$ cat src/hdl/idru_pkg.sv
// ----------------------------------------------------------------------------
// idru_pkg
// Shared types, codes and widths for the pipelined integer divide unit.
// ----------------------------------------------------------------------------
package idru_pkg;

  localparam int DATA_WIDTH = 32;
  localparam int CMD_WIDTH  = 2;
  localparam int STS_WIDTH  = 2;

  typedef enum logic [CMD_WIDTH-1:0] {
    CMD_SDIV = 2'd0,
    CMD_UDIV = 2'd1,
    CMD_SREM = 2'd2,
    CMD_UREM = 2'd3
  } cmd_t;

  typedef enum logic [STS_WIDTH-1:0] {
    ST_OK       = 2'd0,
    ST_DIV_ZERO = 2'd1,
    ST_OVERFLOW = 2'd2
  } status_t;

  typedef logic [DATA_WIDTH-1:0] word_t;

  // one beat moving down the divide pipeline
  typedef struct packed {
    logic    vld;
    logic    is_rem;
    logic    neg_res;
    status_t status;
    word_t   rem;
    word_t   quo;
    word_t   dvs;
  } stage_t;

endpackage

$ cat src/hdl/idru_step.sv
// ----------------------------------------------------------------------------
// idru_step
// One restoring divide iteration: shift in a dividend bit, trial subtract,
// produce one quotient bit.
// ----------------------------------------------------------------------------
module idru_step (
  input  logic             clk,
  input  logic             rst_n,
  input  idru_pkg::stage_t stage_in,
  output idru_pkg::stage_t stage_r
);
  import idru_pkg::*;

  logic [DATA_WIDTH:0] shifted;
  logic [DATA_WIDTH:0] trial;
  logic                qbit;
  stage_t              stage_nxt;

  always_comb begin
    shifted   = {stage_in.rem, stage_in.quo[DATA_WIDTH-1]};
    trial     = shifted - {1'b0, stage_in.dvs};
    qbit      = ~trial[DATA_WIDTH];
    stage_nxt = stage_in;
    // partial remainder stays below the divisor, so it fits one word
    stage_nxt.rem = qbit ? trial[DATA_WIDTH-1:0] : shifted[DATA_WIDTH-1:0];
    stage_nxt.quo = {stage_in.quo[DATA_WIDTH-2:0], qbit};
  end

  always_ff @(posedge clk) begin
    if (!rst_n) begin
      stage_r.vld <= 1'b0;
    end else begin
      stage_r.vld <= stage_nxt.vld;
    end
    stage_r.is_rem  <= stage_nxt.is_rem;
    stage_r.neg_res <= stage_nxt.neg_res;
    stage_r.status  <= stage_nxt.status;
    stage_r.rem     <= stage_nxt.rem;
    stage_r.quo     <= stage_nxt.quo;
    stage_r.dvs     <= stage_nxt.dvs;
  end

endmodule

$ cat config.mk
export PLATFORM = sky130hd
export DESIGN_NAME = idru_step
export DESIGN_NICKNAME = d
export VERILOG_FILES = /design/src/hdl/idru_pkg.sv /design/src/hdl/idru_step.sv
export SDC_FILE = /design/constraint.sdc
export NUM_CORES = 1
export LEC_CHECK = 0
export BUFFER_PORTS_ARGS = -buffer_cell sky130_fd_sc_hd__buf_2
export CORE_ASPECT_RATIO = 2
export CORE_MARGIN = 1
export CORE_UTILIZATION = 48
export CTS_CLUSTER_DIAMETER = 120
export DETAILED_ROUTE_END_ITERATION = 10
export PLACE_DENSITY_LB_ADDON = 0.3
export SLEW_MARGIN = 40
export SYNTH_ARGS = -nofsm -noshare
export SYNTH_HDL_FRONTEND = slang
export SYNTH_SLANG_ARGS = --single-unit
$ cat constraint.sdc
create_clock -name clk -period 4.9 [get_ports clk]
set_input_delay 0.245 -clock clk [delete_from_list [all_inputs] [get_ports clk]]
set_output_delay 0.245 -clock clk [all_outputs]
set_load 0.02 [all_outputs]
**Word level (Yosys, flattened, before mapping)**

Index checks and enable logic that the tools add are counted.
W data, S select, Z words.

- Register bits: 101
- Input port bits: 103
- Logic and storage cells: 10

- $add $sub $neg: 1
- Mux-type cells: 1
- Bitwise gates (word level): 1

Operator list:

| operator | count |
|---|---|
| $sub A33 B32 Y33 | 1 |
| $mux W32 | 1 |
| $not A1 Y1 | 1 |

**Logic depth before layout (Yosys ltp)**

- Word-level depth: 2
- Mapped depth: 13
- Depth with buffers taken out: 12

**Worst setup path before layout**

No wires, ideal clock.

- Path type: input -> register
- Start point: input port stage_in[16] (netlist bit)
- End point: register stage_r[67] (netlist bit)
- Library setup time: 0.121 ns
- Arrival: 2.516 ns
- Data required time: 4.779 ns
- Setup slack: 2.263 ns
- Cell stages on the path: 12
- Path buffers: 2
- Cell sequence: inv_1 > ha_1 > buf_6 > a21oi_4 > o211ai_1 > a221o_1 > a211o_1 > o21a_1 > o211ai_4 > inv_2 > buf_6 > mux2_4

RTL lines:

| what | RTL line | text |
|---|---|---|
| from (decl) | idru_step.sv:9 | `input idru_pkg::stage_t stage_in,` |
| to (decl) | idru_step.sv:10 | `output idru_pkg::stage_t stage_r` |

==> metrics.md <==
| Metric | Value |
|---|---|
| Layout cells sized above 1 | 0.3487 |
| Worst EP arrival | about 3.1 ns |
| Sw frac | 0.3200 |
| Antenna-violating nets left | 0 |
| Fin area | 0.006115 sq mm |
| Post_cts resized | 0 |
| Synth top area share | 0.4511 |
| Finish-stage setup viols | 0 |
| Placer Congestion | roughly 0.9 |
| Post-Syn Nets | between 500 and 600 |
| Worst Path Buf+Inv | 3 |
| Max incr delay on CP | about 0.52 ns |
| Distinct cells, synth | between 40 and 50 |
| Most common cell on crit path | a21oi_1 |
| CTS tree | yes |
| Root Buffer | clkbuf_16 |
| Ys async rst share | 0 |
| Filler-free cell count of the finished design | 796 |
| Power consumption | approximately 2.3 mW |
| DRT Wirelength | 13.15 mm |
| Slew headroom | 0.5569 |
| Worst-path fanout max | 20 |
| Max FFs per register | 101 |
| Clk buf depth | 2 |
| Area post-placement | between 0.005 and 0.006 sq mm |
| Biggest regs | stage_r x101 |
| Max Freq | about 350 MHz |
| Global-route wire length before repair | between 20 and 25 mm |
| Floorplan row count | roughly 50 |
| DR DRC count | 0 |
| Avg Cell Area, Syn | around 9.7 sq um |
| Placed insts | between 700 and 800 |
| Worst-Margin Slew | between 0.6 and 0.7 ns |
| Final Hold Viols | 0 |
| DR vias | roughly 4200 |
| Slew Limit Fails | 0 |
| Clock power frac | 0.296 |
| Setup TNS | 0 ns |
| 1st-iter DRT viols | between 100 and 150 |
| CP Capture Type | flop |
| P_int | 1.532 mW |
| Final HPWL DP | a little over 10 mm |
| Worst hold path type | primary input to flop |
| Drt pass-1 iters | 5 |
| Setup crit start kind | primary input |
| Synthesis-stage register bit count | about 100 |
| Commonest non-fill, non-tap cell in the layout | buf_2 |
| Largest Register | stage_r |
| Crit path kind | primary input to flop |
| Fill cells | 730 |
| Reg area | 0.002022 sq mm |
| Routed length per instance | about 17 um |
| Power per Cell Area | roughly 370 mW/mm^2 |
| Total grt overflow | 0 |
| Yosys top cell by area | dfxtp_1 |
| Post-synthesis sequential area ratio | 0.4511 |
| Seq pwr share | 0.414 |
| Vias per cell | ~5.3 |
| Cell breakdown of the critical path | buf_2 -> inv_1 -> ha_1 -> fa_1 -> nand2b_1 -> a21oi_1 -> o211ai_1 -> a21oi_1 -> o21a_1 -> o211ai_4 -> inv_2 -> mux2_4 |
| Worst-path clk slew | 0.07 ns |
| Most frequent cells in the layout | 203 x buf_2, 101 x dfxtp_1, 44 x nand2_1 |
| Max-capacitance violation count | 0 |
| Boundary Pins | ~200 |
| Initial core utilization | 0.4973 |
| Status | completed |
| Number of global-route vias before repair | 4440 |
| Total Routing Usage GR | 0.2723 |
| Largest net degree at the start of global routing | 28 |
| Worst EP required | 5.13 ns |
| Chip height | 138.7 um |
| Final #Nets | around 830 |
| Crit path time final | 2.817 ns |
| TritonCTS buffer count | 9 |
| IO buf count | 203 |
| Area Overhead vs Synth | 36.43% |
| Leakage | ~3.2 nW |
| Number of diodes | 0 |
| Number of flops mapped to enable cells by yosys | 0 |
| Cell Area, Synth | around 0.0045 sq mm |
| Die ar. | between 0.009 and 0.01 sq mm |
| RSZ-0062 raised after global routing | false |
| CTS H-tree lvls | 3 |
| Main area contributors after synthesis | dfxtp_1 45%, ha_1 8.9%, mux2_4 6.0%, a21oi_1 3.8%, nand2_1 3.7% |
| Mapped Cells | about 460 |
| Peak VDD IR | around 0.19 mV |
| Multi-input gate area in the final layout | 0.002222 sq mm |
| Main synth FF type | dfxtp_1 |
| Family with the most delay on the worst path | compound AO/OA/AOI/OAI gates |
| Final Cycle Share | 0.5749 |
| YS warnings | 0 |
| Placeable Area | ~0.009 sq mm |
| Critical-path top delay cell | inv_2 |
| Die X-Extent | roughly 70 um |
| Psw | about 720 uW |
| Gate power share | 0.290 |
| Clk sinks | 101 |
| Initial antenna violation count | 0 |
[layout make-up]
type / instances / share of cell area
multi-input combinational: 304 / 0.3634
inverter: 42 / 0.02578
clock buffer: 9 / 0.03683
sequential: 101 / 0.3307
clock inverter: 6 / 0.009208
tap: 102 / 0.02087
timing repair buffer: 232 / 0.2132
[per-layer routing]
| layer | GRT usage | routed length [um] | up-vias |
|---|---|---|---|
| li1 | - | - | 2066 |
| met1 | 0.2172 | 3931 | 1931 |
| met2 | 0.5634 | 7847 | 188 |
| met3 | 0.04869 | 757 | 43 |
| met4 | 0.1642 | 615 | 0 |
| met5 | 0 | 0 | - |
[final timing paths]
| check | startpoint | to | slack [ns] | cells past startpoint |
|---|---|---|---|---|
| max | stage_in[63] | stage_r[95] | 2.08 | 12 |
| min | stage_in[44] | stage_r[45] | 0.007 | 1 |
[cells in the mapped netlist (3+ instances only)]
cell type,number
nor2_1,16
inv_1,41
xnor2_1,14
nand2_1,44
nor3_1,4
clkbuf_1,11
nand3_1,11
a21o_1,15
a21oi_1,34
mux2_4,18
nor2b_1,5
ha_1,32
o21ai_0,24
o21bai_1,5
a211oi_1,4
xor2_1,10
nand2b_1,5
o21a_1,6
and3_1,6
o211ai_1,8
dfxtp_1,101
buf_6,3
o31ai_1,5
and2_1,4
nand4_1,7
[power by group through the flow]
stage          clock network [mW]  logic, mW  registers [mW]
2_1_floorplan                   0      0.308            1.07
5_1_grt                     0.711      0.702           0.939
3_5_place_dp                    0      0.632           0.950
6_report                    0.668      0.653           0.932
4_1_cts                     0.684      0.652           0.932
3_3_place_gp                    0      0.623           0.949
[through the flow]
| stage | util | hold WS (ns) | setup WS [ns] |
|---|---|---|---|
| 2_1_floorplan | - | 0.2727 | 2.263 |
| 3_5_place_dp | 0.6161 | 0.3491 | 1.727 |
| 4_1_cts | 0.6785 | 0.0009194 | 2.096 |
| 5_1_grt | 0.6785 | 0.0001140 | 1.874 |
| 3_3_place_gp | 0.6161 | 0.3477 | 1.804 |
| 6_report | 0.6785 | 0.006901 | 2.083 |
[what timing repair did]
item / 4_1_cts / 5_1_grt
hold buffers: 28 / 0
hold endpoints to repair: 28 / 0
buffers inserted: 0 / 0
[logic make-up after synthesis]
family	share of synthesized area
flops	0.4511
fa+ha+maj	0.09380
mux	0.06030
buf+inv	0.05304
xor+xnor	0.04690
compound gates	0.1778
simple gates	0.1170
No activity file was read; power rests on OpenSTA's default activity.
