<file path="src/hdl/idru_pkg.sv">
// ----------------------------------------------------------------------------
// idru_pkg
// Shared types, codes and widths for the pipelined integer divide unit.
// ----------------------------------------------------------------------------
package idru_pkg;

  localparam int DATA_WIDTH = 32;
  localparam int CMD_WIDTH  = 2;
  localparam int STS_WIDTH  = 2;

  typedef enum logic [CMD_WIDTH-1:0] {
    CMD_SDIV = 2'd0,
    CMD_UDIV = 2'd1,
    CMD_SREM = 2'd2,
    CMD_UREM = 2'd3
  } cmd_t;

  typedef enum logic [STS_WIDTH-1:0] {
    ST_OK       = 2'd0,
    ST_DIV_ZERO = 2'd1,
    ST_OVERFLOW = 2'd2
  } status_t;

  typedef logic [DATA_WIDTH-1:0] word_t;

  // one beat moving down the divide pipeline
  typedef struct packed {
    logic    vld;
    logic    is_rem;
    logic    neg_res;
    status_t status;
    word_t   rem;
    word_t   quo;
    word_t   dvs;
  } stage_t;

endpackage

</file>
<file path="src/hdl/idru_prep.sv">
// ----------------------------------------------------------------------------
// idru_prep
// Operand decode: exception checks, operand magnitudes, result sign.
// ----------------------------------------------------------------------------
module idru_prep (
  input  logic                                clk,
  input  logic                                rst_n,
  input  logic                                in_vld,
  input  logic [idru_pkg::CMD_WIDTH-1:0]      in_command,
  input  logic [idru_pkg::DATA_WIDTH-1:0]     in_dividend,
  input  logic [idru_pkg::DATA_WIDTH-1:0]     in_divisor,
  output idru_pkg::stage_t                    stage_r
);
  import idru_pkg::*;

  localparam word_t SIGN_MIN = {1'b1, {(DATA_WIDTH-1){1'b0}}};

  cmd_t   cmd;
  logic   is_signed;
  logic   na;
  logic   nb;
  stage_t stage_nxt;

  always_comb begin
    cmd       = cmd_t'(in_command);
    is_signed = (cmd == CMD_SDIV) || (cmd == CMD_SREM);
    na        = is_signed && in_dividend[DATA_WIDTH-1];
    nb        = is_signed && in_divisor[DATA_WIDTH-1];

    stage_nxt         = '0;
    stage_nxt.vld     = in_vld;
    stage_nxt.is_rem  = (cmd == CMD_SREM) || (cmd == CMD_UREM);
    stage_nxt.neg_res = stage_nxt.is_rem ? na : (na ^ nb);
    if (in_divisor == '0) begin
      stage_nxt.status = ST_DIV_ZERO;
    end else if (is_signed && (in_dividend == SIGN_MIN) && (&in_divisor)) begin
      stage_nxt.status = ST_OVERFLOW;
    end else begin
      stage_nxt.status = ST_OK;
    end
    // quotient register starts out holding the dividend magnitude
    stage_nxt.rem = '0;
    stage_nxt.quo = na ? (~in_dividend + 1'b1) : in_dividend;
    stage_nxt.dvs = nb ? (~in_divisor + 1'b1) : in_divisor;
  end

  always_ff @(posedge clk) begin
    if (!rst_n) begin
      stage_r.vld <= 1'b0;
    end else begin
      stage_r.vld <= stage_nxt.vld;
    end
    stage_r.is_rem  <= stage_nxt.is_rem;
    stage_r.neg_res <= stage_nxt.neg_res;
    stage_r.status  <= stage_nxt.status;
    stage_r.rem     <= stage_nxt.rem;
    stage_r.quo     <= stage_nxt.quo;
    stage_r.dvs     <= stage_nxt.dvs;
  end

endmodule

</file>
<file path="config.mk">
export PLATFORM = sky130hd
export DESIGN_NAME = idru_prep
export DESIGN_NICKNAME = d
export VERILOG_FILES = /design/src/hdl/idru_pkg.sv /design/src/hdl/idru_prep.sv
export SDC_FILE = /design/constraint.sdc
export NUM_CORES = 1
export LEC_CHECK = 0
export ABC_AREA = 1
export BUFFER_PORTS_ARGS = -buffer_cell sky130_fd_sc_hd__buf_2
export CAP_MARGIN = 20
export CORE_MARGIN = 4
export CORE_UTILIZATION = 51
export CTS_CLUSTER_SIZE = 16
export DETAILED_ROUTE_END_ITERATION = 7
export HOLD_SLACK_MARGIN = 0.03
export PLACE_DENSITY_LB_ADDON = 0.25
export SYNTH_ARGS = -nofsm -noshare
export SYNTH_HDL_FRONTEND = slang
export SYNTH_SLANG_ARGS = --single-unit
</file>
<file path="constraint.sdc">
create_clock -name clk -period 3.2 [get_ports clk]
set_input_delay 0.32 -clock clk [delete_from_list [all_inputs] [get_ports clk]]
set_output_delay 0.32 -clock clk [all_outputs]
set_load 0.05 [all_outputs]
</file>
; ---- Yosys cells after proc, flatten, opt, wreduce, memory -nomap -nowiden
; Index checks and enable logic that the tools add are counted.
[word_totals]
ff_bits = 69
inputBits = 69
wordCells = 27
[op_classes]
add_sub_neg = 2
n_eq_ne = 3
mux = 4
bitwise = 3
reduce_logical = 9
[op_table]
columns = op, n
row1 = "adder 32 x 1 -> 32 bit, second input constant", 2
row2 = two-way mux 32 bit, 2
row3 = inverter 32 bit, 2
row4 = "equality test 32 bit, second input constant", 1
row5 = zero test 32 bit, 1
row6 = AND reduction 32 bit, 1
row7 = "equality test 2 bit, second input constant", 2
row8 = logical AND 1 bit, 4
row9 = zero test 2 bit, 1
row10 = logical OR 1 bit, 2
row11 = two-way mux 2 bit, 1
row12 = two-way mux 1 bit, 1
row13 = XOR 1 bit, 1

; ---- Depth between registers and ports, before layout
; Gate-level depths: netlist (run 1).
[logic_depth]
word_depth = 5
mapped_depth = 11
mapped_depth_nobuf = 11

; ---- Worst setup path before layout (run 1)
; OpenSTA, ideal clock, no wires.
[synth_timing]
path_type = input -> register
start = input in_dividend[0] in the netlist's numbering
end = register stage_r[52] in the netlist's numbering
setup_time_ns = 0.113
t_arrival_ns = 1.176
required_time_ns = 3.087
setup_slack_ns = 1.910
cell_stages = 10
n_path_buf = 1
cell_sequence = inv_1 ha_1 nand2_2 nor2_4 nand2_2 nand2_4 buf_6 nand3_1 nand2_1 nand2_1
[synth_rtl]
columns = element, line
row1 = start: declaration, idru_prep.sv:10  ; input logic [idru_pkg::DATA_WIDTH-1:0] in_dividend,
row2 = end: declaration, idru_prep.sv:12  ; output idru_pkg::stage_t stage_r

==> results of run 1 <==
final timing paths:
kind	end	slack (ps)
setup / recovery	stage_r[22]	1510
hold / removal	stage_r[32]	80
layout make-up:
type                    count  area (um^2)  share of cell area (%)
clock inverters             4        31.28                  0.6726
multi-input cells         423         2007                   43.15
clock buffers              12        155.1                   3.336
flip-flops and latches     69         1381                   29.70
repair buffers            137        685.7                   14.74
inverters                  71        266.5                   5.730
well taps                  99        123.9                   2.663
layer usage:
metal,wire length (um),vias up
met5,0,-
met2,5325,159
met3,748,29
met1,4425,1748
li1,-,1982
met4,363,0
synth_stat cells, drive strengths merged:
library cell  instances
nand2               168
nor2                 94
inv                  71
dfxtp                69
nand3                45
buf                  39
xor2                 26
nand4                17
o21ai                13
nor3                  9
xnor2                 7
ha                    3
nand3b                3
a21oi                 2
clkbuf                2
o211ai                2
a31oi                 1
conb                  1
o31ai                 1
cells by family (layout without fill, tap and decap cells):
group	count (synthesis)	after routing	synth area share (%)
compound gates	19	19	2.805
xor+xnor	33	33	7.534
fa+ha+maj	3	3	0.9786
buf+inv	112	224	14.71
flops	69	69	36.01
other cells	1	32	0.09775
simple gates	336	336	37.87
per-stage QoR:
step	setup WS, ps	instance area [um^2]	std cells	total power, mW	hold WS (ps)
2_1_floorplan	1910	3953	604	1.568	347.7
3_3_place_gp	1236	4464	799	1.723	440.1
3_5_place_dp	1152	4464	799	1.729	444.0
4_1_cts	1524	4651	815	2.404	79.27
5_1_grt	1304	4651	815	2.504	68.03
6_report	1507	4651	815	2.391	84.88
power by group through the flow:
stage                     clock [mW]  sequential [mW]  combinational [mW]
after floorplan                    0             1.28               0.285
final                          0.680            0.964               0.747
after CTS                      0.693            0.965               0.746
after global routing           0.738            0.972               0.794
after detailed placement           0            0.984               0.745
after global placement             0            0.984               0.739
==> impl_results.md, run 1 <==
- Status: finished clean
- CTS Buf Count: 9
- Global route hottest layer: met2
- CP delay by family, top: buffers and inverters
- Worst hold start: in_dividend[0]
- Pin count of the biggest net entering global routing: 31
- Crit Path Max Fanout: 29
- CP cell instances: buf_2 -> inv_2 -> nand2_1 -> inv_1 -> nand2_1 -> nand2_1 -> inv_1 -> nand3_1 -> nand2_1
- Residual DRC: 0
- Routed Antenna Nets: 0
- Fmax: 0.5906 GHz
- Area leader, netlist: dfxtp_1
- Final period util: 52.91%
- Initial DRC Count: 164
- Core footprint: 0.007292 mm^2
- Largest cells by area after synthesis: dfxtp_1 (36%), nand2_1 (15%), nor2_1 (8.4%), inv_1 (6.8%), buf_4 (6.5%)
- Postcts setup bufs: 0
- First-pass GRT wire length: 17.02 mm
- Final Max Slew Viols: 0
- Filler cells: 728
- Area grow syn2layout: 21.23%
- Critical path's most frequent cell: nand2_1
- Hpwl dp: 8.896 mm
- Yosys warns: 0
- Pwr/cell area: 514.1 mW/mm^2
- Seq/Total Area, Yosys: 36.01%
- Vias in the first global route: 3725
- Pint: 1.428 mW
- Register bit total from synthesis: 69
- Switching Fraction: 40.29%
- Synthesized cell area: 0.003836 mm^2
- HP Class: in2reg
- Number of port buffers: 137
- Distinct cells, synth: 28
- Max stage delay on crit path: 740 ps
- Met1 usage: 28.13%
- Detailed-router iteration count before antenna repair: 5
- Clock transition at path regs: 80 ps
- Max H-tree Level: 3
- CTS tree: yes
- Crit path launch: in_command[0]
- Critical Path RT: 3450 ps
- Crit path time final: 1693 ps
- Max reg flops: 69
- GRT overflow: 0
- GPL Wtd Cong: 0.9684
- Die area: 0.008974 mm^2
- Sink Count: 69
- Syn Inst Count: 573
- Clock root buffer: clkbuf_8
- RSZ-0062 raised after global routing: false
- GRT Overall Usage: 24.39%
- Initial Util: 52.61%
- Die Y: 94.73 um
- GR Util met3: 4.701%
- Hold Buf Count CTS: 0
- Crit path DAT: 1940 ps
- Setup TNS Final: 0 ps
- Post_cts resized: 0
- Drt via density: 4.807
- M2 GR Usage: 42.92%
- Most flops, register: stage_r
- Final setup viols: 0
- Initial antenna violation count: 0
- Switching power: 0.9634 mW
- Leakage power: 2.459 nW
- Worst slew pin tran: 887.2 ps
- Final net count: 783
- Crit path launch type: input port
- Area share of the largest cell type after synthesis: 36.01%
- Final core utilization: 63.78%
- Die width: 94.73 um
- Final wirelength: 10.86 mm
- Leading cell type in the layout, fill and taps excluded: nand2_1
- Fin. Hold Viols: 0
- N_diodes: 0
- Clock buffer depth: 2
- Max_slew headroom: 40.79%
- Crit Path Category: in2reg
- Avg Cell Area, Syn: 6.695 um^2
- WHS Path Cells: 1
- Peak supply drop: 0.0002621 V
- Share of layout cells above drive strength 1: 24.16%
- Max-cap check violation count: 0
- Sequential power share: 40.3%
- DR vias: 3918
- Routed length per placed instance: 13.33 um
- Critical path depth: 9
- Top Registers: stage_r x69
- Top Ports: 170
- Endpoint class of the critical path: register
- WP buf/inv: 4
- Most frequent cells in the layout: nand2_1 (158), buf_2 (137), nor2_1 (86), inv_1 (69), dfxtp_1 (69)
- Power share of the clock group: 28.4%
- Cell row count: 31
- Worst path slowest cell: inv_1
- Comb power frac: 31.2%
No activity file was read; power rests on OpenSTA's default activity.
==> inputs of run 2 (changes only) <==
- CORE_UTILIZATION: 51 -> 43
- clock period: 3.2 -> 1.4 ns (I/O delays scaled with it)
==> run 2 against run 1 <==
  * Core utilization fell by 5.3 points
  * Non-clock buffer count rose by 29
  * Sequential power rose by 130%
  * Clock-buffer cell count did not move
  * Hold slack got worse by 40 ps
  * Sequential cell count did not move
  * Combinational power rose by 140%
  * Via count rose by 4.5%
  * Cell count rose by 4.5%
  * Cell area rose by 9.7%
==> impl_results.md, run 2 (synthesis gave the netlist of run 1 again) <==
- Endpoint class of the critical path: register
- Routed Antenna Nets: 0 (unchanged)
- Worst path slowest cell: dlygate4sd3_1
- Most frequent cells in the layout: nand2_1 (152), buf_2 (133), nor2_1 (70), dfxtp_1 (69), inv_1 (68)
- Status: finished clean
- Detailed-router iteration count before antenna repair: 6 (+1)
- Most flops, register: stage_r
- RSZ-0062 raised after global routing: true
- Initial DRC Count: 143 (-13%)
- Cell row count: 34 (+9.7%)
- CP cell instances: dlygate4sd3_1 -> buf_2 -> nor2_4 -> inv_1 -> nor2_4 -> nand2_1 -> nor2_1 -> nor2_1 -> xor2_1
- Power share of the clock group: 28.2% (-0.2 points)
- Fin. Hold Viols: 0 (unchanged)
- CP delay by family, top: buffers and inverters
- Crit path launch type: input port
- Area grow syn2layout: 32.97%
- Crit Path Category: in2reg
- Routed length per placed instance: 13.14 um (-1.4%)
- Pin count of the biggest net entering global routing: 31 (unchanged)
- Crit path DAT: 1590 ps (-350 ps)
- Peak supply drop: 0.0004460 V (+70%)
- WP buf/inv: 3 (-1)
- Final WS setup: 39.12 ps (-1468 ps)
- Max H-tree Level: 3 (unchanged)
- GRT overflow: 0 (unchanged)
- DR vias: 4096 (+4.5%)
- Overall power: 5.597 mW (+130%)
- Share of layout cells above drive strength 1: 27.42% (+3.3 points)
- Pre-CTS setup slack: 27.00 ps (-1125 ps)
- Crit Path Max Fanout: 3 (-90%)
- CTS tree: yes
- Initial antenna violation count: 0 (unchanged)
- Pint: 3.439 mW (+140%)
- Switching power: 2.158 mW (+120%)
- Critical Path RT: 1630 ps (-1820 ps)
- Sequential power share: 39.4% (-0.9 points)
- Filler cells: 834 (+15%)
- Top Registers: stage_r x69
- Final Max Slew Viols: 0 (unchanged)
- Max-cap check violation count: 0 (unchanged)
- Leading cell type in the layout, fill and taps excluded: nand2_1
- Sink Count: 69 (unchanged)
- Clock root buffer: clkbuf_8
- Crit path time final: 1361 ps
- Final setup viols: 0 (unchanged)
- Multi-input gate area: 0.002135 mm^2 (+6.4%)
- CTS Buf Count: 9 (unchanged)
- Die area: 0.01050 mm^2 (+17%)
- Switching Fraction: 38.56% (-1.7 points)
- Drt via density: 4.808 (about the same)
- Comb power frac: 32.5% (+1.3 points)
- Vias in the first global route: 3817 (+2.5%)
- Final net count: 813 (+3.8%)
- Pwr/cell area: 1097 mW/mm^2 (+110%)
- Die width: 102.5 um (+8.1%)
- Final wirelength: 11.19 mm (+3.1%)
- Setup TNS Final: 0 ps (unchanged)
- Register area: 0.001381 mm^2 (unchanged)
- Final period util: 97.21%
- Top Ports: 170 (unchanged)
- Max stage delay on crit path: 530 ps (-210 ps)
- GRT Overall Usage: 21.14% (-3.2 points)
- HP Class: in2reg
- Core footprint: 0.008721 mm^2 (+20%)
- Layout Cells excl Fill: 852 (+4.5%)
- Placed Cells: 814 (+1.9%)
- Leakage power: 2.643 nW (+7.5%)
- GPL Wtd Cong: 0.9021 (-6.8%)
- Clock buffer depth: 2 (unchanged)
- Max reg flops: 69 (unchanged)
- Residual DRC: 0 (unchanged)
- Clock transition at path regs: 70 ps (about the same)
- Number of port buffers: 137 (unchanged)
- N_diodes: 0 (unchanged)
- Hpwl dp: 8.727 mm (-1.9%)
- First-pass GRT wire length: 17.45 mm (+2.6%)
- Initial Util: 43.99% (-8.6 points)
- Fmax: 0.7348 GHz
- Die Y: 102.5 um (+8.1%)
## run 2: cell types whose count changed in the layout (fill, tap and decap cells not counted), sizes merged
cell,delta
buf,+5
bufinv,+1
clkinv,+1
clkinvlp,-3
dlygate4sd3,+22
dlymetal6s4s,+2
inv,-1
nand2,+1
## run 2: worst paths after layout
kind	to	start	depth (start not counted)
max	stage_r[47]	in_dividend[8]	9
min	stage_r[2]	in_divisor[2]	2
## run 2: power groups by stage
| stage | registers (mW) | logic (mW) | clock network [mW] |
|---|---|---|---|
| CTS | 2.21 | 1.78 | 1.64 |
| floorplan | 2.93 | 0.651 | 0 |
| finish | 2.20 | 1.82 | 1.58 |
| detailed placement | 2.25 | 1.72 | 0 |
| global placement | 2.25 | 1.72 | 0 |
| global route | 2.22 | 1.94 | 1.70 |
## run 2: routing by layer
metal / track usage, % / vias to the layer above / part of all wire [%] / routed length, um
met2: 35.30 / 185 / 48 / 5371
met1: 26.56 / 1843 / 41 / 4549
met4: 7.265 / 0 / 2.4 / 266
li1: - / 2043 / - / -
met3: 5.188 / 25 / 9.0 / 1006
met5: 0 / - / 0 / 0
## run 2: area by class of cell
cell class	instances	area share, %
inverter	71	5.224
tap	108	2.649
clock inverter	2	0.6868
clock buffer	12	2.845
sequential	69	27.08
multi-input combinational	424	41.84
timing repair buffer	166	19.67
## run 2: timing repair
action | CTS | global route
hold buffers | 24 | 0
resized for setup | 0 | 42
hold endpoints to repair | 23 | 0
buffers inserted | 0 | 3
endpoints found under the setup margin | 0 | 37
## run 2: through the flow
| step | hold slack [ps] | cell area, um^2 | util, % |
|---|---|---|---|
| after global placement | 257.5 | 4546 | 52.12 |
| after detailed placement | 263.1 | 4546 | 52.12 |
| after floorplan | 167.7 | 3953 | - |
| after global routing | 43.68 | 5101 | 58.49 |
| after CTS | 30.34 | 4966 | 56.94 |
| final | 45.31 | 5101 | 58.49 |
