File: src/hdl/idru_pkg.sv
// ----------------------------------------------------------------------------
// idru_pkg
// Shared types, codes and widths for the pipelined integer divide unit.
// ----------------------------------------------------------------------------
package idru_pkg;

  localparam int DATA_WIDTH = 32;
  localparam int CMD_WIDTH  = 2;
  localparam int STS_WIDTH  = 2;

  typedef enum logic [CMD_WIDTH-1:0] {
    CMD_SDIV = 2'd0,
    CMD_UDIV = 2'd1,
    CMD_SREM = 2'd2,
    CMD_UREM = 2'd3
  } cmd_t;

  typedef enum logic [STS_WIDTH-1:0] {
    ST_OK       = 2'd0,
    ST_DIV_ZERO = 2'd1,
    ST_OVERFLOW = 2'd2
  } status_t;

  typedef logic [DATA_WIDTH-1:0] word_t;

  // one beat moving down the divide pipeline
  typedef struct packed {
    logic    vld;
    logic    is_rem;
    logic    neg_res;
    status_t status;
    word_t   rem;
    word_t   quo;
    word_t   dvs;
  } stage_t;

endpackage

File: src/hdl/idru_post.sv
// ----------------------------------------------------------------------------
// idru_post
// Result select, sign fix-up and exception masking into the output register.
// ----------------------------------------------------------------------------
module idru_post (
  input  logic                            clk,
  input  logic                            rst_n,
  input  idru_pkg::stage_t                stage_in,
  output logic                            out_strobe,
  output logic [idru_pkg::DATA_WIDTH-1:0] out_result_bits,
  output logic [idru_pkg::STS_WIDTH-1:0]  out_status
);
  import idru_pkg::*;

  logic    strobe_r;
  word_t   result_r;
  status_t status_r;
  word_t   mag;
  word_t   result_nxt;

  always_comb begin
    mag = stage_in.is_rem ? stage_in.rem : stage_in.quo;
    if (stage_in.status != ST_OK) begin
      result_nxt = '0;
    end else if (stage_in.neg_res) begin
      result_nxt = ~mag + 1'b1;
    end else begin
      result_nxt = mag;
    end
  end

  always_ff @(posedge clk) begin
    if (!rst_n) begin
      strobe_r <= 1'b0;
    end else begin
      strobe_r <= stage_in.vld;
    end
  end

  always_ff @(posedge clk) begin
    result_r <= result_nxt;
    status_r <= stage_in.status;
  end

  assign out_strobe      = strobe_r;
  assign out_result_bits = result_r;
  assign out_status      = status_r;

endmodule

File: config.mk
export PLATFORM = sky130hd
export DESIGN_NAME = idru_post
export DESIGN_NICKNAME = d
export VERILOG_FILES = /design/src/hdl/idru_pkg.sv /design/src/hdl/idru_post.sv
export SDC_FILE = /design/constraint.sdc
export NUM_CORES = 1
export LEC_CHECK = 0
export CORE_MARGIN = 1
export CORE_UTILIZATION = 35
export CTS_CLUSTER_DIAMETER = 200
export CTS_CLUSTER_SIZE = 25
export DETAILED_ROUTE_END_ITERATION = 10
export DONT_BUFFER_PORTS = 1
export GPL_TIMING_DRIVEN = 0
export PLACE_DENSITY_LB_ADDON = 0.08
export SETUP_SLACK_MARGIN = 0.2
export SYNTH_ARGS = -nofsm -noshare
export SYNTH_HDL_FRONTEND = slang
export SYNTH_SLANG_ARGS = --single-unit
export TNS_END_PERCENT = 20
File: constraint.sdc
create_clock -name clk -period 2.9 [get_ports clk]
set_input_delay 0.435 -clock clk [delete_from_list [all_inputs] [get_ports clk]]
set_output_delay 0.435 -clock clk [all_outputs]
set_load 0.005 [all_outputs]
[Yosys cells after proc, flatten, opt, wreduce, memory -nomap -nowiden]
Cells that the tools add are included.
Storage, ports and cells
  register bits: 35
  input port bits: 103
  output and inout bits: 35
Operators by class
  add/subtract/negate cells: 1
  muxes and demuxes: 2
  bitwise operators: 1
  reduce and logical (&&, ||, !) cells: 1
Operator list (number)
  2-to-1 mux 32 bit: 2
  adder 32 x 1 -> 32 bit, second input constant: 1
  inverter 32 bit: 1
  nonzero test 2 bit: 1

[Depth between registers and ports, before layout]
Gate-level depths: netlist of run 1.
  word-level depth: 4
  depth in mapped cells: 11
  depth with buffers taken out: 6

[Least setup slack after synthesis of run 1]
Ideal clock, no wire load.
  kind: input-to-reg
  start: input stage_in[99] in the netlist's numbering
  end: register result_r[22] (netlist: out_result_bits[22])
  arrival: 2.688 ns
  required time: 2.838 ns
  path slack: 0.150 ns
  cell stages on the path: 11
  buffers on the path: 5
  cell sequence: buf_4 buf_2 buf_4 buf_2 buf_2 mux2i_1 ha_1 o21a_1 nand3_1 or4_1 nand3_1
Between the ends
  longest elaborated chain between the ends: 4
Ends and longest elaborated chain
  start: declaration: line idru_post.sv:8  | input idru_pkg::stage_t stage_in,
  2-to-1 mux 32 bit (*): line idru_post.sv:22  | mag = stage_in.is_rem ? stage_in.rem : stage_in.quo;
  inverter 32 bit: line idru_post.sv:26  | result_nxt = ~mag + 1'b1;
  adder 32 x 1 -> 32 bit: line idru_post.sv:26
  2-to-1 mux 32 bit (*): line idru_post.sv:25  | end else if (stage_in.neg_res) begin
  end signal: assignment: line idru_post.sv:41  | result_r <= result_nxt;
  end: declaration: line idru_post.sv:16  | word_t result_r;
Every way passes the cells marked *; elsewhere a longest branch is shown, timed or not.
A chain may end at the register's enable or synchronous reset.

[Worst setup path in the final report of run 1]
  start: input stage_in[99] in the netlist's numbering
  end: register result_r[14] (netlist: out_result_bits[14])
Same word-level chain as after synthesis.

==> results.py, run 1 <==
metrics = {
    "worst_setup_path": {
        "worst-endpoint-required_ps": 3120,
        "crit_top_cell": "buf_6",
        "critical_path.n_buffers_inverters": 5,
        "critPathArrivalTime_ps": 2840,
        "cells_traversed_along_the_worst_timing_path": "buf_4, buf_6, buf_6, buf_6, buf_8, mux2i_2, ha_2, o211ai_1, or3_1, a21o_1, a21oi_1",
        "cpLargestDelayFamily": "buffers and inverters",
        "worst_setup_path_startpoint": "stage_in[99]",
        "worst_path_largest_cell_delay_ps": 460,
        "crit_type": "input port to register",
        "slowest_cell_on_the_critical_path": "or3_1",
        "setup.worst_path.end_class": "register",
        "start_kind": "input port",
        "path_max_fanout": 10,
    },
    "synthesis": {
        "yosys.cell_types.count": 55,
        "avgSynthCellArea_um2": 8.29,
        "synthesis.area_um2": 2630,
        "synth.area.top_cells": "dfxtp_1, mux2i_1, mux2_2",
        "yosys.area_share.xor_xnor_pct": 3.33,
        "synth_fa_ha_area_share_pct": 0.476,
        "synth_async_sr_flop_share_pct": 0,
        "synth_top_area_share_pct": 26.7,
        "synthFlopType": "dfxtp_1",
        "yosysWarnings": 0,
        "synth_seq_area_share_pct": 26.7,
        "yosys_register_bits": 35,
        "synth_compound_area_share_pct": 16.8,
        "netlist.top_cell.by_area": "dfxtp_1",
        "largest_family_of_logic_cells_by_synthesized_area": "simple AND/OR/NAND/NOR gates",
        "postSynthNetCount": 421,
        "synth_enable_flop_cells": 0,
        "netlist_instances": 317,
        "synth.mux.area_fraction_pct": 17.4,
        "synthSimpleGateAreaFrac_pct": 31.8,
    },
    "floorplan": {
        "die-area_um2": 7860,
        "rows": 31,
        "io_pins": 138,
        "die_y_um": 88.7,
        "floorplan.die.width_um": 88.7,
        "core_ar_um2": 7250,
        "floorplan.initialDensity_pct": 36.2,
    },
    "placement": {
        "place.detailed.instances": 416,
        "gp_routability_congestion": 0.839,
        "placedInstanceArea_um2": 2760,
        "dp.final_hpwl_mm": 6.65,
        "io_buffers": 0,
    },
    "cts": {
        "clock_tree_from_tritoncts": "built",
        "post_cts_hold_buffer_count": 0,
        "clock_sink_count": 35,
        "cts_inserted_buffers": 5,
        "root_buffer": "clkbuf_8",
        "clk_path_buf_depth": 2,
        "postCtsSetupBuffers": 0,
        "htree_num_levels": 2,
        "clk_transition_reported_paths_ps": 70,
    },
    "grt": {
        "grtUsageTotal_pct": 22.7,
        "antenna_found_initial": 0,
        "globalRouteOverflowTotal": 0,
        "largest_net_degree_at_the_start_of_global_routing": 12,
        "grt_pass1_wl_mm": 13.2,
        "first_global_vias": 2482,
    },
    "detailed_routing": {
        "drc_errors": 0,
        "iter_0_drt_violations": 213,
        "firstDrtPassIters": 6,
        "routed_wl_mm": 8.87,
        "detail_route.vias_per_cell": 6.02,
        "detail-route-antenna-nets": 0,
        "wl_per_cell_um": 20.9,
        "vias": 2553,
    },
    "sta": {
        "slew_headroom_pct": 55.6,
        "post_route_worst_hold_slack_ps": 165,
        "period_share_pct": 90.3,
        "final.setup.tns_ps": 0,
        "setup_viol": 0,
        "rsz0062_at_grt": "no",
        "finalHoldViolations": 0,
        "min_period_ps": 2620,
        "slew_violations": 0,
        "worst_slew_pin_slew_ps": 666,
        "max_freq_mhz": 382,
    },
    "min_path": {
        "holdCritStartpoint": "stage_in[97]",
        "hold_path.class": "input port to register",
        "timing.hold.worst_endpoint": "out_status[1]",
        "hold_crit_depth": 0,
    },
    "power": {
        "peakVddDrop_v": 0.000149,
        "total_leakage_power_nw": 1.06,
        "power.density_nw_per_um2": 394,
        "design_power_total_mw": 1.14,
    },
    "layout": {
        "final-instance-count-excl-fill": 424,
        "fin_area_um2": 2890,
        "layout_common_cells": "dfxtp_1, nor2_1, mux2i_1",
        "mostFrequentLayoutCell": "dfxtp_1",
        "layout-area-overhead-vs-synth_pct": 9.76,
        "fillerInstances": 761,
        "antenna-diode-count": 0,
        "finalNetCount": 428,
        "drive_gt1_share_pct": 15.7,
    },
    "flow_run": {
        "drv.max_cap_violation_count": 0,
    },
    "status": {
        "outcome": "complete, no violations",
    },
}
-- what timing repair did --
| item | in CTS | in global routing |
|---|---|---|
| setup endpoints to repair | 11 | 6 |
| pin swaps | 0 | 0 |
| gates resized for setup | 10 | 4 |
-- layout make-up --
class	count	area, um2	share of cell area (%)
multi-input cells	264	1860	64.3
well taps	99	124	4.29
inverters	1	3.75	0.130
plain buffers	17	118	4.08
clock inverters	3	15.0	0.520
clock buffers	5	68.8	2.39
flip-flops and latches	35	701	24.3
-- cell usage after synthesis (6+ instances only) --
master and count:
o21ai_0 13, or3_1 11, buf_2 6, mux2_2 13
clkbuf_1 7, nor3b_1 10, a21oi_1 12, nor2_1 32
or2_2 7, nand2_1 16, nor3_1 24, mux2i_1 30
xnor2_1 7, or3b_1 7, dfxtp_1 35, nand3_1 10
-- power by group --
part	internal [mW]	total (mW)	leakage, nW	switching (mW)
Clock	0.165	0.365	0.0477	0.200
Sequential	0.511	0.525	0.289	0.0143
Combinational	0.107	0.247	0.723	0.140
-- logic make-up after synthesis --
| kind of cell | Yosys count |
|---|---|
| buf+inv | 18 |
| fa+ha+maj | 1 |
| simple gates | 146 |
| compound gates | 63 |
| xor+xnor | 10 |
| mux | 44 |
| flops | 35 |
-- registers in the layout, summed over array words and instances, names as in the netlist --
signal / flops
out_result_bits: 32
out_status: 2
out_strobe: 1
-- how the worst max path moves through the flow --
stage                     cells past startpoint  slack, ps             endpoint
after global placement                       11       -530  out_result_bits[30]
after floorplan                              11        220  out_result_bits[22]
final                                        11        280  out_result_bits[14]
after global routing                         11        210  out_result_bits[30]
after CTS                                    11        210  out_result_bits[30]
after detailed placement                     11       -500  out_result_bits[22]
-- metrics by stage --
step / worst slack, ps / util (%)
floorplan: 221 / -
global placement: -529 / 38.0
finish: 283 / 39.8
global route: 212 / 39.8
detailed placement: -496 / 38.0
CTS: 209 / 39.6
-- metal layers --
metal  vias to the layer above  GRT usage (%)  routed length [um]  part of all wire, %
li1                       1209              -                   -                    -
met1                      1199           31.6                4030                   45
met2                       134           34.5                4030                   45
met3                        11           5.32                 683                  7.7
met4                         0           7.33                 127                  1.4
met5                         -              0                   0                    0
No activity file was read; power rests on OpenSTA's default activity.
==> run 2, diff against run 1 <==
REMOVE_ABC_BUFFERS = 1   (was default)
==> run 2 against run 1 <==
Final cell count decreased by 4.0%. Hold slack got worse by 8.0 ps. Worst setup slack improved by 380 ps. Sequential share of layout area increased by 0.88 points. Routed wire length decreased by 17%. Combinational power decreased by 21%. Non-clock buffer count decreased by 17. Utilization decreased by 1.4 points. Via count decreased by 9.6%. Total power increased by 4.8%. Sequential power about the same.
==> results.py, run 2 (synthesis results as in run 1) <==
metrics = {
    "detailed_routing": {
        "firstDrtPassIters": 4,
        "wl_per_cell_um": 18.1,
        "routed_wl_mm": 7.37,
        "detail_route.vias_per_cell": 5.67,
        "detail-route-antenna-nets": 0,
        "drc_errors": 0,
        "vias": 2309,
        "iter_0_drt_violations": 150,
    },
    "floorplan": {
        "io_pins": 138,
        "die-area_um2": 7860,
        "core_ar_um2": 7250,
        "floorplan.die.width_um": 88.7,
        "rows": 31,
        "die_y_um": 88.7,
        "floorplan.initialDensity_pct": 36.2,
    },
    "sta": {
        "setup_viol": 0,
        "slew_headroom_pct": 26.0,
        "max_freq_mhz": 447,
        "finalHoldViolations": 0,
        "min_period_ps": 2240,
        "final.setup.tns_ps": 0,
        "rsz0062_at_grt": "no",
        "period_share_pct": 77.2,
        "slew_violations": 0,
        "worst_slew_pin_slew_ps": 1110,
    },
    "cts": {
        "postCtsSetupBuffers": 0,
        "cts_resized": 0,
        "root_buffer": "clkbuf_8",
        "clock_tree_from_tritoncts": "built",
        "post_cts_hold_buffer_count": 0,
        "clk_path_buf_depth": 2,
        "clock_sink_count": 35,
        "htree_num_levels": 2,
        "cts_inserted_buffers": 5,
        "clk_transition_reported_paths_ps": 80,
    },
    "placement": {
        "dp.final_hpwl_mm": 5.40,
        "place.detailed.instances": 399,
        "gp_routability_congestion": 0.846,
        "io_buffers": 0,
    },
    "flow_run": {
        "drv.max_cap_violation_count": 0,
    },
    "layout": {
        "drive_gt1_share_pct": 11.7,
        "final-instance-count-excl-fill": 407,
        "finalNetCount": 411,
        "largest_register_ffs": 32,
        "mostFrequentLayoutCell": "dfxtp_1",
        "antenna-diode-count": 0,
        "layout_common_cells": "dfxtp_1, nor2_1, mux2i_1",
        "layout-area-overhead-vs-synth_pct": 5.90,
        "fillerInstances": 765,
    },
    "grt": {
        "largest_net_degree_at_the_start_of_global_routing": 87,
        "first_global_vias": 2317,
        "antenna_found_initial": 0,
        "grt_pass1_wl_mm": 11.9,
        "globalRouteOverflowTotal": 0,
        "grtUsageTotal_pct": 19.9,
    },
    "worst_setup_path": {
        "cells_traversed_along_the_worst_timing_path": "nor4b_1, o21ai_1, a2111oi_4, a41oi_1, mux2i_1",
        "setup.worst_path.end_class": "register",
        "slowest_cell_on_the_critical_path": "a2111oi_4",
        "worst-endpoint-required_ps": 3080,
        "worst_path_largest_cell_delay_ps": 800,
        "critPathArrivalTime_ps": 2420,
        "crit_type": "input port to register",
        "critical_path.n_buffers_inverters": 0,
        "path_max_fanout": 11,
        "cpLargestDelayFamily": "compound AO/OA/AOI/OAI gates",
        "start_kind": "input port",
    },
    "power": {
        "total_leakage_power_nw": 1.01,
        "peakVddDrop_v": 0.000156,
        "power.density_nw_per_um2": 428,
    },
    "min_path": {
        "hold_path.class": "input port to register",
    },
    "status": {
        "outcome": "complete, no violations",
    },
}
[run 2: changes by cell type in the layout (fill, tap and decap cells not counted), moves of 2 or more]
cell / delta
buf_4: -4
clkinv_2: -2
buf_6: -3
clkbuf_1: -7
[run 2: per-stage QoR]
step                area (um2)  utilization [%]  hold slack (ps)  power (mW)  worst slack [ps]
finish                    2780             38.4              157        1.19               661
global route              2780             38.4              138        1.26               519
CTS                       2780             38.4              146        1.21               685
detailed placement        2670             36.8              463       0.732               374
global placement          2670             36.8              463       0.731               372
floorplan                 2540                -              463       0.696               856
[run 2: final cells by class]
type | instances | area, um2 | area share (%)
Multi-Input combinational cell | 264 | 1840 | 66.0
Sequential cell | 35 | 701 | 25.2
Tap cell | 99 | 124 | 4.45
Clock buffer | 6 | 82.6 | 2.97
Clock inverter | 2 | 35.0 | 1.26
Inverter | 1 | 3.75 | 0.135
[run 2: final timing paths]
check / startpoint / to / slack [ps] / depth (start not counted)
min: stage_in[97] / out_status[1] / 160 / 0
max: stage_in[66] / out_result_bits[31] / 660 / 5
[run 2: per-layer routing]
| metal | part of all wire, % | global-route usage [%] |
|---|---|---|
| met5 | 0 | 0 |
| met1 | 47 | 27.1 |
| met3 | 6.9 | 5.50 |
| met4 | 1.4 | 6.89 |
| met2 | 45 | 30.2 |
[run 2: power by group]
group / internal [mW] / leakage [nW] / switching (mW)
registers: 0.511 / 0.289 / 0.0151
logic: 0.0949 / 0.663 / 0.0996
clock network: 0.278 / 0.0612 / 0.193
==> run 3, diff against run 2 <==
ABC_AREA = 1   (was default)
clock period = 2.16 ns   (was 2.9 ns; I/O delays follow)
==> run 3 against run 2 <==
Total power rose by 36%. Cell area fell by 5.4%. Worst setup slack got worse by 79 ps. Via count rose by 8.8%. Die area fell by 5.3%. Sequential power rose by 33%. Utilization rose by 0.17 points. Clock-buffer cell count fell by 1. First-iteration DRC count fell by 28%. Area after synthesis fell by 5.4%. Largest cell class unchanged. Highest routed layer unchanged.
==> results.py, run 3 <==
metrics = {
    "sta": {
        "finalHoldViolations": 0,
        "final.setup.tns_ps": 0,
        "min_period_ps": 1580,
        "max_freq_mhz": 634,
        "setup_viol": 0,
        "period_share_pct": 73.0,
        "slew_headroom_pct": 57.1,
        "rsz0062_at_grt": "no",
        "post_route_worst_hold_slack_ps": 53.0,
        "slew_violations": 0,
        "worst_slew_pin_slew_ps": 643,
    },
    "synthesis": {
        "synth_enable_flop_cells": 0,
        "netlist_instances": 449,
        "synthFlopType": "dfxtp_1",
        "netlist_top_cells_count": "nand2_1, nor2_1, inv_1",
        "synth_top_area_share_pct": 28.2,
        "netlist.top_cell.by_area": "dfxtp_1",
        "yosys.cell_types.count": 24,
        "post-synth-top-count-cell": "nand2_1",
        "synthesis.area_um2": 2490,
        "avgSynthCellArea_um2": 5.54,
        "synth.area.top_cells": "dfxtp_1, nand2_1, nor2_1",
        "synth_seq_area_share_pct": 28.2,
        "yosys_register_bits": 35,
        "yosysWarnings": 0,
        "synth_async_sr_flop_share_pct": 0,
    },
    "cts": {
        "postCtsSetupBuffers": 0,
        "post_cts_hold_buffer_count": 0,
        "clock_tree_from_tritoncts": "built",
        "root_buffer": "clkbuf_8",
        "clk_path_buf_depth": 2,
        "cts_inserted_buffers": 5,
        "clock_sink_count": 35,
        "cts_resized": 0,
        "htree_num_levels": 2,
        "clk_transition_reported_paths_ps": 80,
    },
    "power": {
        "power.density_nw_per_um2": 615,
        "design_power_total_mw": 1.62,
        "peakVddDrop_v": 0.000229,
        "total_leakage_power_nw": 1.37,
    },
    "layout": {
        "layout-area-overhead-vs-synth_pct": 5.94,
        "antenna-diode-count": 0,
        "largest_register_ffs": 32,
        "layout_common_cells": "nand2_1, nor2_1, inv_1",
        "fin_area_um2": 2630,
        "drive_gt1_share_pct": 8.11,
        "fillerInstances": 797,
        "finalNetCount": 547,
        "mostFrequentLayoutCell": "nand2_1",
        "final-instance-count-excl-fill": 540,
    },
    "worst_setup_path": {
        "cells_traversed_along_the_worst_timing_path": "inv_6, nand2_1, nand2_1, ha_1, nand3_2, nor2_1, nand3_1, nand2_1, nand3_1, nand2_1, nor2_1",
        "start_kind": "input port",
        "setup.worst_path.end_class": "register",
        "crit_top_cell": "nand2_1",
        "critPathArrivalTime_ps": 1760,
        "crit_type": "input port to register",
        "worst_path_largest_cell_delay_ps": 220,
        "path_max_fanout": 43,
        "worst-endpoint-required_ps": 2350,
        "slowest_cell_on_the_critical_path": "ha_1",
    },
    "grt": {
        "antenna_found_initial": 0,
        "grt_pass1_wl_mm": 10.7,
        "grtUsageTotal_pct": 18.5,
        "largest_net_degree_at_the_start_of_global_routing": 44,
        "first_global_vias": 2207,
        "globalRouteOverflowTotal": 0,
    },
    "detailed_routing": {
        "routed_wl_mm": 6.67,
        "detail-route-antenna-nets": 0,
        "firstDrtPassIters": 4,
        "detail_route.vias_per_cell": 4.65,
        "drc_errors": 0,
        "wl_per_cell_um": 12.4,
        "vias": 2513,
        "iter_0_drt_violations": 108,
    },
    "floorplan": {
        "core_ar_um2": 6830,
        "floorplan.die.width_um": 86.3,
        "floorplan.initialDensity_pct": 36.4,
        "rows": 30,
        "die-area_um2": 7440,
        "io_pins": 138,
        "die_y_um": 86.3,
    },
    "placement": {
        "gp_routability_congestion": 0.803,
        "dp.final_hpwl_mm": 5.11,
        "io_buffers": 0,
        "place.detailed.instances": 532,
        "placedInstanceArea_um2": 2520,
    },
    "min_path": {
        "hold_crit_depth": 0,
        "timing.hold.worst_endpoint": "out_status[0]",
        "hold_path.class": "input port to register",
        "holdCritStartpoint": "stage_in[96]",
    },
    "status": {
        "outcome": "complete, no violations",
    },
    "flow_run": {
        "drv.max_cap_violation_count": 0,
    },
}
==> run 3: cell types whose count changed in the layout (fill, tap and decap cells not counted), moves of 13 or more <==
| cell | delta |
|---|---|
| inv_1 | +47 |
| nand2_2 | +16 |
| mux2_2 | -13 |
| mux2i_1 | -29 |
| nor3_1 | -22 |
| nand2_1 | +169 |
| nor2_1 | +44 |
==> run 3: worst max path at each step <==
stage	end	slack [ps]	from
6_report	out_result_bits[22]	580	stage_in[99]
4_1_cts	out_result_bits[26]	570	stage_in[99]
2_1_floorplan	out_result_bits[3]	550	stage_in[97]
5_1_grt	out_result_bits[24]	370	stage_in[99]
3_3_place_gp	out_result_bits[12]	-290	stage_in[96]
3_5_place_dp	out_result_bits[26]	270	stage_in[99]
==> run 3: per-layer routing <==
layer | wire length (um) | track usage (%) | up-vias | part of all wire (%)
li1 | - | - | 1343 | -
met3 | 458 | 4.19 | 6 | 6.9
met1 | 3360 | 25.3 | 1084 | 50
met5 | 0 | 0 | - | 0
met4 | 71 | 4.55 | 0 | 1.1
met2 | 2780 | 29.3 | 80 | 42
==> run 3: stage by stage <==
stage | util, % | setup slack [ps]
2_1_floorplan | - | 546
5_1_grt | 38.6 | 369
3_5_place_dp | 36.9 | 271
4_1_cts | 38.6 | 571
6_report | 38.6 | 583
3_3_place_gp | 36.6 | -291
==> run 3: kinds of logic after synthesis <==
family,after synthesis,synth area share [%]
compound gates,43,8.76
mux,1,0.403
buf+inv,63,11.7
flops,35,28.2
fa+ha+maj,1,0.503
simple gates,306,50.4
==> run 3: cell type report <==
cell class                      instances  area [um2]  area share (%)
Sequential cell                        35         701            26.6
Tap cell                               96         120            4.56
Clock inverter                          3        43.8            1.66
Clock buffer                            5        68.8            2.61
Timing Repair Buffer                    1        15.0           0.570
Multi-Input combinational cell        351        1500            56.8
Inverter                               49         189            7.17
==> run 3: worst max-delay path, delay by kind of cell <==
kind	cells	cell delay, ps
adder cells (fa/ha/maj)	1	220
buffers and inverters	1	200
AND/OR/NAND/NOR	9	990
==> run 3: where the power goes <==
part           internal [mW]  switching [mW]  total, mW
logic                  0.102           0.213      0.315
clock network          0.344           0.260      0.604
registers              0.682          0.0185      0.701
